### config.mk
export PLATFORM = sky130hd
export DESIGN_NAME = pid_angle_tracker
export DESIGN_NICKNAME = d
export VERILOG_FILES = /design/src/rtl/pat_pkg.sv /design/src/rtl/pid_angle_tracker.sv
export SDC_FILE = /design/constraint.sdc
export NUM_CORES = 2
export LEC_CHECK = 0
export BUFFER_PORTS_ARGS = -buffer_cell sky130_fd_sc_hd__buf_2
export CORE_ASPECT_RATIO = 1.75
export CORE_UTILIZATION = 50
export CTS_BUF_LIST = sky130_fd_sc_hd__clkbuf_8
export DETAILED_ROUTE_END_ITERATION = 8
export HOLD_SLACK_MARGIN = 0.03
export PLACE_DENSITY = 0.65
export SLEW_MARGIN = 0
export SYNTH_ARGS = -nofsm -noshare
export SYNTH_HDL_FRONTEND = slang
export SYNTH_SLANG_ARGS = --single-unit
### constraint.sdc
create_clock -name clk_i -period 22.5 [get_ports clk_i]
set_clock_uncertainty 0.2 [all_clocks]
set_input_delay 4.5 -clock clk_i [delete_from_list [all_inputs] [get_ports clk_i]]
set_output_delay 4.5 -clock clk_i [all_outputs]
set_load 0.02 [all_outputs]
### src/rtl/pat_pkg.sv
// ----------------------------------------------------------------------------
// pat_pkg
// Shared widths, register indexes and reset values of the angle tracker.
// ----------------------------------------------------------------------------
package pat_pkg;

  localparam int unsigned PosW   = 16;  // measured_pos, target_pos, angle_cmd
  localparam int unsigned GainW  = 21;  // signed Q5.16 gains
  localparam int unsigned DzW    = 15;  // dead_zone
  localparam int unsigned ErrW   = 17;  // target - measured
  localparam int unsigned DiffW  = 18;  // error - previous error
  localparam int unsigned SumW   = 32;  // saturating integral
  localparam int unsigned AccW   = 40;  // Q24.16 angle accumulator
  localparam int unsigned FracW  = 16;
  localparam int unsigned ProdPW = GainW + ErrW;
  localparam int unsigned ProdIW = GainW + SumW;
  localparam int unsigned ProdDW = GainW + DiffW;
  localparam int unsigned CorrW  = ProdIW + 1;
  localparam int unsigned CfgIdxW = 3;
  localparam int unsigned CfgDataW = GainW;
  localparam int unsigned InDataW  = 2 * PosW;
  localparam int unsigned OutDataW = PosW;

  typedef enum logic [CfgIdxW-1:0] {
    REG_GAIN_P      = 3'd0,
    REG_GAIN_I      = 3'd1,
    REG_GAIN_D      = 3'd2,
    REG_DEAD_ZONE   = 3'd3,
    REG_START_ANGLE = 3'd4
  } cfg_reg_e;

  localparam logic signed [GainW-1:0] GainPRst = 21'sd66;
  localparam logic signed [GainW-1:0] GainIRst = 21'sd0;
  localparam logic signed [GainW-1:0] GainDRst = 21'sd1049;
  localparam logic [DzW-1:0]          DeadZoneRst = 15'd3;
  localparam logic signed [PosW-1:0]  StartAngleRst = 16'sd0;

endpackage

### src/rtl/pid_angle_tracker.sv
// ----------------------------------------------------------------------------
// pid_angle_tracker
// One axis of a servo tracking loop: PID correction on the position error,
// accumulated into a Q24.16 angle, integer angle out.
// ----------------------------------------------------------------------------
// Usage:
//  - Input stream: one item per camera update, measured and target position.
//  - Output stream: one angle command per input item, in order.
//  - Config port: gains, dead zone and start angle, written by index while
//    the block is idle. Writing the start angle reloads the accumulator.
//  - Six register stages: input, integral, multiply, correction sum,
//    accumulate, output. An accepted item shows on m_axis_tvalid once it
//    has moved through every stage in that order.
//  - One item per cycle unless the output stalls; the integral, previous
//    error and accumulator each close their loop in a single stage.
//  - Each stage advances when the next one is empty or moving, so empty
//    stages keep taking items while a result waits at the output; the input
//    stalls only once all six stages are full.
//  - Reset loads the register defaults, clears the integral and previous
//    error, loads the start angle into the accumulator and empties the pipe.
// ----------------------------------------------------------------------------
module pid_angle_tracker (
  input  logic                                clk_i,
  input  logic                                rst_ni,
  // input stream
  input  logic                                s_axis_tvalid,
  output logic                                s_axis_tready,
  input  logic [pat_pkg::InDataW-1:0]         s_axis_tdata,  // measured_pos, target_pos
  // output stream
  output logic                                m_axis_tvalid,
  input  logic                                m_axis_tready,
  output logic [pat_pkg::OutDataW-1:0]        m_axis_tdata,  // angle_cmd
  // configuration
  input  logic                                cfg_we_i,
  input  logic [pat_pkg::CfgIdxW-1:0]         cfg_idx_i,
  input  logic [pat_pkg::CfgDataW-1:0]        cfg_wdata_i
);

  localparam int unsigned PosW   = pat_pkg::PosW;
  localparam int unsigned GainW  = pat_pkg::GainW;
  localparam int unsigned DzW    = pat_pkg::DzW;
  localparam int unsigned ErrW   = pat_pkg::ErrW;
  localparam int unsigned DiffW  = pat_pkg::DiffW;
  localparam int unsigned SumW   = pat_pkg::SumW;
  localparam int unsigned AccW   = pat_pkg::AccW;
  localparam int unsigned FracW  = pat_pkg::FracW;
  localparam int unsigned ProdPW = pat_pkg::ProdPW;
  localparam int unsigned ProdIW = pat_pkg::ProdIW;
  localparam int unsigned ProdDW = pat_pkg::ProdDW;
  localparam int unsigned CorrW  = pat_pkg::CorrW;
  localparam int unsigned IntW   = AccW - FracW;

  // configuration registers
  logic signed [GainW-1:0] gain_p_q, gain_i_q, gain_d_q;
  logic [DzW-1:0]          dead_zone_q;

  // loop state
  logic signed [ErrW-1:0]  prev_error_q;
  logic signed [SumW-1:0]  error_sum_q;
  logic signed [AccW-1:0]  angle_acc_q;

  // stage valid bits: a input, b integral, c multiply, d sum, e acc, f out
  logic vld_a_q, vld_b_q, vld_c_q, vld_d_q, vld_e_q, vld_f_q;
  logic rdy_a, rdy_b, rdy_c, rdy_d, rdy_e, rdy_f;
  logic mv_in, mv_ab, mv_bc, mv_cd, mv_de, mv_ef, out_hs;

  // stage payloads
  logic signed [ErrW-1:0]   err_a_q, err_b_q;
  logic signed [DiffW-1:0]  diff_a_q, diff_b_q;
  logic                     dz_a_q, dz_b_q, dz_c_q;
  logic signed [SumW-1:0]   sum_b_q;
  logic signed [ProdPW-1:0] prod_p_q;
  logic signed [ProdIW-1:0] prod_i_q;
  logic signed [ProdDW-1:0] prod_d_q;
  logic signed [CorrW-1:0]  corr_q;
  logic [PosW-1:0]          angle_cmd_q;

  // ---------------------------------------------------------------- handshake
  assign rdy_f = ~vld_f_q | m_axis_tready;
  assign rdy_e = ~vld_e_q | rdy_f;
  assign rdy_d = ~vld_d_q | rdy_e;
  assign rdy_c = ~vld_c_q | rdy_d;
  assign rdy_b = ~vld_b_q | rdy_c;
  assign rdy_a = ~vld_a_q | rdy_b;

  assign mv_in  = s_axis_tvalid & rdy_a;
  assign mv_ab  = vld_a_q & rdy_b;
  assign mv_bc  = vld_b_q & rdy_c;
  assign mv_cd  = vld_c_q & rdy_d;
  assign mv_de  = vld_d_q & rdy_e;
  assign mv_ef  = vld_e_q & rdy_f;
  assign out_hs = vld_f_q & m_axis_tready;

  assign s_axis_tready = rdy_a;
  assign m_axis_tvalid = vld_f_q;
  assign m_axis_tdata  = angle_cmd_q;

  // ---------------------------------------------------------- input stage
  logic signed [PosW-1:0]  meas_in, targ_in;
  logic signed [ErrW-1:0]  meas_x, err_in;
  logic signed [DiffW-1:0] diff_in;
  logic [ErrW-1:0]         mag_in;
  logic                    dz_in;

  assign meas_in = $signed(s_axis_tdata[PosW-1:0]);
  assign targ_in = $signed(s_axis_tdata[2*PosW-1:PosW]);
  assign meas_x  = ErrW'(meas_in);
  assign err_in  = ErrW'(targ_in) - meas_x;
  assign diff_in = DiffW'(err_in) - DiffW'(prev_error_q);
  assign mag_in  = meas_in[PosW-1] ? ErrW'(-meas_x) : ErrW'(meas_x);
  assign dz_in   = mag_in < ErrW'(dead_zone_q);

  // ------------------------------------------------------- integral stage
  logic signed [SumW:0]   sum_wide;
  logic signed [SumW-1:0] sum_sat;

  assign sum_wide = (SumW+1)'(error_sum_q) + (SumW+1)'(err_a_q);
  always_comb begin
    if (sum_wide[SumW] != sum_wide[SumW-1]) begin
      // hold at the rail on the side of the true sign
      sum_sat = sum_wide[SumW] ? {1'b1, {(SumW-1){1'b0}}} : {1'b0, {(SumW-1){1'b1}}};
    end else begin
      sum_sat = sum_wide[SumW-1:0];
    end
  end

  // -------------------------------------------------------- multiply stage
  logic signed [ProdPW-1:0] prod_p_d;
  logic signed [ProdIW-1:0] prod_i_d;
  logic signed [ProdDW-1:0] prod_d_d;

  assign prod_p_d = ProdPW'(gain_p_q) * ProdPW'(err_b_q);
  assign prod_i_d = ProdIW'(gain_i_q) * ProdIW'(sum_b_q);
  assign prod_d_d = ProdDW'(gain_d_q) * ProdDW'(diff_b_q);

  // ----------------------------------------------------- correction stage
  logic signed [CorrW-1:0] corr_d;

  assign corr_d = dz_c_q ? '0
                         : CorrW'(prod_p_q) + CorrW'(prod_i_q) + CorrW'(prod_d_q);

  // --------------------------------------------------- accumulator stage
  logic signed [CorrW:0]  acc_wide;
  logic signed [AccW-1:0] acc_sat;

  assign acc_wide = (CorrW+1)'(angle_acc_q) + (CorrW+1)'(corr_q);
  always_comb begin
    if (acc_wide[CorrW:AccW-1] != {(CorrW-AccW+2){acc_wide[AccW-1]}}) begin
      acc_sat = acc_wide[CorrW] ? {1'b1, {(AccW-1){1'b0}}} : {1'b0, {(AccW-1){1'b1}}};
    end else begin
      acc_sat = acc_wide[AccW-1:0];
    end
  end

  // ------------------------------------------------------- output stage
  logic signed [IntW-1:0] whole;
  logic [PosW-1:0]        angle_cmd_d;

  // floor, then step negative values with a fraction back toward zero
  assign whole = $signed(angle_acc_q[AccW-1:FracW])
               + IntW'(angle_acc_q[AccW-1] & (|angle_acc_q[FracW-1:0]));
  always_comb begin
    if (whole[IntW-1:PosW-1] != {(IntW-PosW+1){whole[IntW-1]}}) begin
      angle_cmd_d = whole[IntW-1] ? {1'b1, {(PosW-1){1'b0}}} : {1'b0, {(PosW-1){1'b1}}};
    end else begin
      angle_cmd_d = whole[PosW-1:0];
    end
  end

  // ------------------------------------------------ control and state regs
  always_ff @(posedge clk_i or negedge rst_ni) begin
    if (!rst_ni) begin
      gain_p_q     <= pat_pkg::GainPRst;
      gain_i_q     <= pat_pkg::GainIRst;
      gain_d_q     <= pat_pkg::GainDRst;
      dead_zone_q  <= pat_pkg::DeadZoneRst;
      prev_error_q <= '0;
      error_sum_q  <= '0;
      angle_acc_q  <= {{(AccW-PosW-FracW){pat_pkg::StartAngleRst[PosW-1]}},
                       pat_pkg::StartAngleRst, {FracW{1'b0}}};
      vld_a_q      <= 1'b0;
      vld_b_q      <= 1'b0;
      vld_c_q      <= 1'b0;
      vld_d_q      <= 1'b0;
      vld_e_q      <= 1'b0;
      vld_f_q      <= 1'b0;
    end else begin
      vld_a_q <= (vld_a_q & ~mv_ab) | mv_in;
      vld_b_q <= (vld_b_q & ~mv_bc) | mv_ab;
      vld_c_q <= (vld_c_q & ~mv_cd) | mv_bc;
      vld_d_q <= (vld_d_q & ~mv_de) | mv_cd;
      vld_e_q <= (vld_e_q & ~mv_ef) | mv_de;
      vld_f_q <= (vld_f_q & ~out_hs) | mv_ef;

      if (mv_in) begin
        prev_error_q <= err_in;
      end
      if (mv_ab) begin
        error_sum_q <= sum_sat;
      end
      if (mv_de) begin
        angle_acc_q <= acc_sat;
      end

      if (cfg_we_i) begin
        case (cfg_idx_i)
          pat_pkg::REG_GAIN_P:    gain_p_q    <= $signed(cfg_wdata_i[GainW-1:0]);
          pat_pkg::REG_GAIN_I:    gain_i_q    <= $signed(cfg_wdata_i[GainW-1:0]);
          pat_pkg::REG_GAIN_D:    gain_d_q    <= $signed(cfg_wdata_i[GainW-1:0]);
          pat_pkg::REG_DEAD_ZONE: dead_zone_q <= cfg_wdata_i[DzW-1:0];
          pat_pkg::REG_START_ANGLE: begin
            angle_acc_q <= {{(AccW-PosW-FracW){cfg_wdata_i[PosW-1]}},
                            cfg_wdata_i[PosW-1:0], {FracW{1'b0}}};
          end
          default: ;
        endcase
      end
    end
  end

  // ------------------------------------------------------- payload regs
  always_ff @(posedge clk_i) begin
    if (mv_in) begin
      err_a_q  <= err_in;
      diff_a_q <= diff_in;
      dz_a_q   <= dz_in;
    end
    if (mv_ab) begin
      err_b_q  <= err_a_q;
      diff_b_q <= diff_a_q;
      sum_b_q  <= sum_sat;
      dz_b_q   <= dz_a_q;
    end
    if (mv_bc) begin
      prod_p_q <= prod_p_d;
      prod_i_q <= prod_i_d;
      prod_d_q <= prod_d_d;
      dz_c_q   <= dz_b_q;
    end
    if (mv_cd) begin
      corr_q <= corr_d;
    end
    if (mv_ef) begin
      angle_cmd_q <= angle_cmd_d;
    end
  end

  // ------------------------------------------------------------ checks
`ifndef SYNTHESIS
  logic [5:0] vld_vec;
  assign vld_vec = {vld_f_q, vld_e_q, vld_d_q, vld_c_q, vld_b_q, vld_a_q};

  a_sum_moves_with_item: assert property (@(posedge clk_i) disable iff (!rst_ni)
    !mv_ab |=> $stable(error_sum_q))
    else $error("integral changed without an item entering the integral stage");

  a_acc_moves_with_item: assert property (@(posedge clk_i) disable iff (!rst_ni)
    (!mv_de && !(cfg_we_i && cfg_idx_i == pat_pkg::REG_START_ANGLE))
      |=> $stable(angle_acc_q))
    else $error("accumulator changed without an item or a start angle write");

  a_fill_on_accept: assert property (@(posedge clk_i) disable iff (!rst_ni)
    (mv_in && !out_hs) |=> $countones(vld_vec) == $past($countones(vld_vec)) + 1)
    else $error("accepted item not counted in the pipeline");

  a_drain_on_deliver: assert property (@(posedge clk_i) disable iff (!rst_ni)
    (!mv_in && out_hs) |=> $countones(vld_vec) == $past($countones(vld_vec)) - 1)
    else $error("delivered item not removed from the pipeline");
`endif

endmodule

* After elaboration in Yosys (flattened, before gate mapping)
Cells that the tools add are included.
** Word-level totals
- Bits in registers :: 478
- Output and inout port bits :: 18
- Logic and storage cells :: 99
** Operators by class
- Bitwise operators :: 38
- Add/sub/neg operators :: 8
- Equal/unequal tests :: 7
- Multiply operators :: 3
- Mux-type cells :: 10
- Reductions and logical operators :: 6
- $lt $le $gt $ge :: 1
** Operators by type and width (count)
- 40-bit 2-to-1 mux :: 5
- 32-bit 2-to-1 mux :: 2
- 40-bit by 54-bit adder with 55-bit output :: 1
- 38-bit by 53-bit adder with 54-bit output :: 1
- 54-bit adder :: 1
- 21-bit by 32-bit multiplier with 53-bit output :: 1
- 21-bit by 18-bit multiplier with 39-bit output :: 1
- 21-bit by 17-bit multiplier with 38-bit output :: 1
- 32-bit by 17-bit adder with 33-bit output :: 1
- 16-bit 2-to-1 mux :: 2
- 24-bit by 1-bit adder with 24-bit output :: 1
- 17-bit by 17-bit subtractor with 18-bit output :: 1
- 17-bit by 15-bit less-than comparator with 1-bit output :: 1
- 17-bit 2-to-1 mux :: 1
- 16-bit negation with 17-bit output :: 1
- 16-bit by 16-bit subtractor with 17-bit output :: 1
- 16-bit OR reduction :: 1
- 15-bit != test :: 1
- 1-bit bitwise AND :: 14
- 1-bit inverter :: 12
- 1-bit bitwise OR :: 12
- 8-bit != test :: 1
- 2-bit AND reduction :: 4
- 3-bit by 2-bit == test with 1-bit output (second input constant) :: 2
- 4 further kinds :: 4

* Logic depth before layout (Yosys ltp)
- Word-level depth :: 10
- Mapped depth :: 29
- Mapped depth without buffers :: 28

* Worst setup path before layout
Ideal clock, no wire load.
- Path kind :: in2out
- Start :: input port m_axis_tready
- End :: output port s_axis_tready
- Path slack :: 12.583 ns
- Stages on the path :: 4
- Data arrival time :: 5.217 ns
- Data required time :: 17.800 ns
- Path through :: nor2b_1 -> nand3_1 -> nor2_1 -> nand3_1
** On the way
- Word-level cells in the longest chain between the ends :: 6
** Ends and longest elaborated chain
- from (decl) :: RTL line pid_angle_tracker.sv:31 : input logic m_axis_tready,
- 1-bit bitwise OR :: RTL line pid_angle_tracker.sv:79 : assign rdy_f = ~vld_f_q | m_axis_tready;
- 1-bit bitwise OR :: RTL line pid_angle_tracker.sv:80 : assign rdy_e = ~vld_e_q | rdy_f;
- 1-bit bitwise OR :: RTL line pid_angle_tracker.sv:81 : assign rdy_d = ~vld_d_q | rdy_e;
- 1-bit bitwise OR :: RTL line pid_angle_tracker.sv:82 : assign rdy_c = ~vld_c_q | rdy_d;
- 1-bit bitwise OR :: RTL line pid_angle_tracker.sv:83 : assign rdy_b = ~vld_b_q | rdy_c;
- 1-bit bitwise OR :: RTL line pid_angle_tracker.sv:84 : assign rdy_a = ~vld_a_q | rdy_b;
- to (decl) :: RTL line pid_angle_tracker.sv:27 : output logic s_axis_tready,
No other way between the ends.

* Final worst setup path
Same ends and word-level chain as after synthesis.

==> flow_summary.ini <==
[setup_path]
slowest_stage = nor2b_1
cp-start-kind = input port
crit_type = in -> out
setup.worst_path.end_class = output port
crit_buf_inv = 2
slowest_delay_ns = 0.39
r2r_slack_ns = 13.69
crit_required_ns = 17.80
path_cells = buf_2, nor2b_1, nand3_1, nor2_1, nand3_1, buf_2
worstPathArrival_ns = 5.63
path_delay_family = simple AND/OR/NAND/NOR gates
path_max_fanout = 6

[yosys]
synthCells = 7960
synthDistinctLibCells = 96
synth-seq-cells = 478
avgSynthCellArea_um2 = 9.670
synth-async-reset-ratio_pct = 36.19
seq_area_frac_synth_pct = 17.54
synth_edf_count = 305
syn_nets = 9993
ys.warnings.count = 0
ys.flop_type = edfxtp_1
syn_area_um2 = 76980

[floorplan]
rows = 190
core_um2 = 152900
initial_utilization_pct = 50.36
dieArea_um2 = 155600
num_io_pins = 79
die_height_um = 521.1
die_w_um = 298.6

[placed_design]
port-buffer-count = 78
dp_hpwl_mm = 180.0
gp_congestion = 0.9411

[sta]
rsz0062_at_grt = no
fmax_mhz = 96.77
finalSetupTns_ns = 0
period_share_pct = 45.93
max_slew_margin_pct = 20.08
final.min_clock_period_ns = 10.33
hold_viol_final = 0
setup_viol = 0
tightestPinTransition_ns = 1.199
maxSlewViolCount = 0

[global_routing]
grt_pass1_vias = 60800
antenna_found_initial = 18
globalRouteOverflowTotal = 0
grt_pass1_wl_mm = 343.8
grt_max_degree = 82
grt_usage_pct = 29.29

[layout]
seq_area_um2 = 13510
drive_above_1_share_pct = 5.383
nets = 9902
fillCellCount = 13820
area_delta_synth_final_pct = 4.984
multi_input_area_um2 = 56250
final_cell_mix = 1629 x inv_1, 1459 x fa_1, 1044 x nand2_1, 545 x and2_1, 513 x ha_1
layout_commonest_cell = inv_1

[clock_tree]
cts_tree = built
cts.sinks = 478
clk_latency_ns = 0.77
hold_buffers = 0
clockRootBuffer = clkbuf_8
clock_path_buffers = 3
post_cts_resized = 0
clkTransAtPathRegs_ns = 0.06
cts_buffers = 76
postCtsSetupBuffers = 0
h-tree-depth = 3

[route]
via_per_inst = 5.577
dr.first_iter.drc_count = 3160
vias = 55510
post-route-drc-count = 0
wire_per_inst_um = 22.20
ant_nets = 0
drt-total-wl_mm = 220.9
firstDrtPassIters = 8

[hold_path]
hp-class = reg -> reg

[status]
status = finished clean

[flow_run]
maxCapViolCount = 0
final cells by class:
cell class,instances,area share (%)
antenna,5,0.01548
timing repair buffer,150,1.163
clock inverter,60,0.5295
inverter,1609,7.475
multi-input combinational,5554,69.60
clock buffer,81,1.380
sequential,478,16.72
tap,2016,3.121
cell families after synthesis:
kind of cell | count (synthesis) | synth area share, %
adder cells (fa/ha/maj) | 1976 | 46.34
AND/OR/NAND/NOR | 2265 | 14.13
flip-flops | 478 | 17.54
AO/OA/AOI/OAI | 905 | 7.555
XOR/XNOR | 293 | 3.334
multiplexers | 115 | 1.647
buffers and inverters | 1928 | 9.465
sequential cells by signal, indices dropped and copies added (netlist names), 21 cells and up:
signal	count
corr_q	54
prod_i_q	53
angle_acc_q	40
prod_d_q	39
prod_p_q	38
error_sum_q	32
sum_b_q	32
gain_d_q	21
gain_i_q	21
gain_p_q	21
per-stage QoR:
| stage | worst slack [ns] | area [um^2] | hold WS (ns) | util, % | instances |
|---|---|---|---|---|---|
| after global routing | 12.03 | 80800 | 0.1828 | 52.86 | 9949 |
| final | 12.17 | 80810 | 0.1820 | 52.87 | 9953 |
| after CTS | 12.17 | 80800 | 0.1770 | 52.86 | 9948 |
| after global placement | 12.20 | 79260 | 0.2011 | 51.85 | 9807 |
| after floorplan | 12.58 | 76980 | 0.2003 | - | 7960 |
| after detailed placement | 12.18 | 79260 | 0.2045 | 51.85 | 9807 |
synth_stat cells, types with 22 or more instances:
master / instances / area (um^2)
clkbuf_1: 298 / 1119
o21ai_0: 194 / 970.9
a211oi_1: 25 / 187.7
edfxtp_1: 305 / 9159
inv_1: 1606 / 6028
nor3_1: 51 / 255.2
xor2_1: 86 / 753.2
dfrtp_1: 165 / 4129
and2_1: 546 / 3416
o21bai_1: 29 / 217.7
nand4_1: 39 / 244.0
a21o_1: 131 / 983.4
and3_1: 35 / 219.0
xnor2_1: 207 / 1813
nand2_1: 1044 / 3919
nand2b_1: 87 / 544.3
a31oi_1: 23 / 143.9
a21oi_1: 266 / 1331
ha_1: 513 / 6419
fa_1: 1459 / 29210
mux2i_1: 22 / 220.2
nor2_1: 262 / 983.4
o211ai_1: 26 / 195.2
o21a_1: 50 / 375.4
nor2b_1: 44 / 275.3
mux2_2: 93 / 1047
nand3_1: 61 / 305.3
per-layer routing:
metal  vias to the layer above  part of all wire, %  GRT usage, %
li1                      24430                    -             -
met1                     28780                   34         30.31
met2                      1638                   55         55.73
met3                       652                  4.4         3.472
met4                        12                  7.2         17.87
met5                         -                0.037             0
path summary, 6_finish.rpt:
path                                from         endpoint  cells past startpoint
max in group asynchronous         rst_ni     gain_i_q[17]                      2
hold / removal               diff_a_q[9]      diff_b_q[9]                      0
min in group asynchronous         rst_ni  dead_zone_q[14]                      1
setup / recovery           m_axis_tready    s_axis_tready                      6
hold reg to reg              diff_a_q[9]      diff_b_q[9]                      0
setup reg to reg              err_b_q[5]     prod_p_q[37]                     24
Power is left out: the tool's default activity adds up to more than one toggle a clock period on the data nets, which glitch-free logic cannot reach.
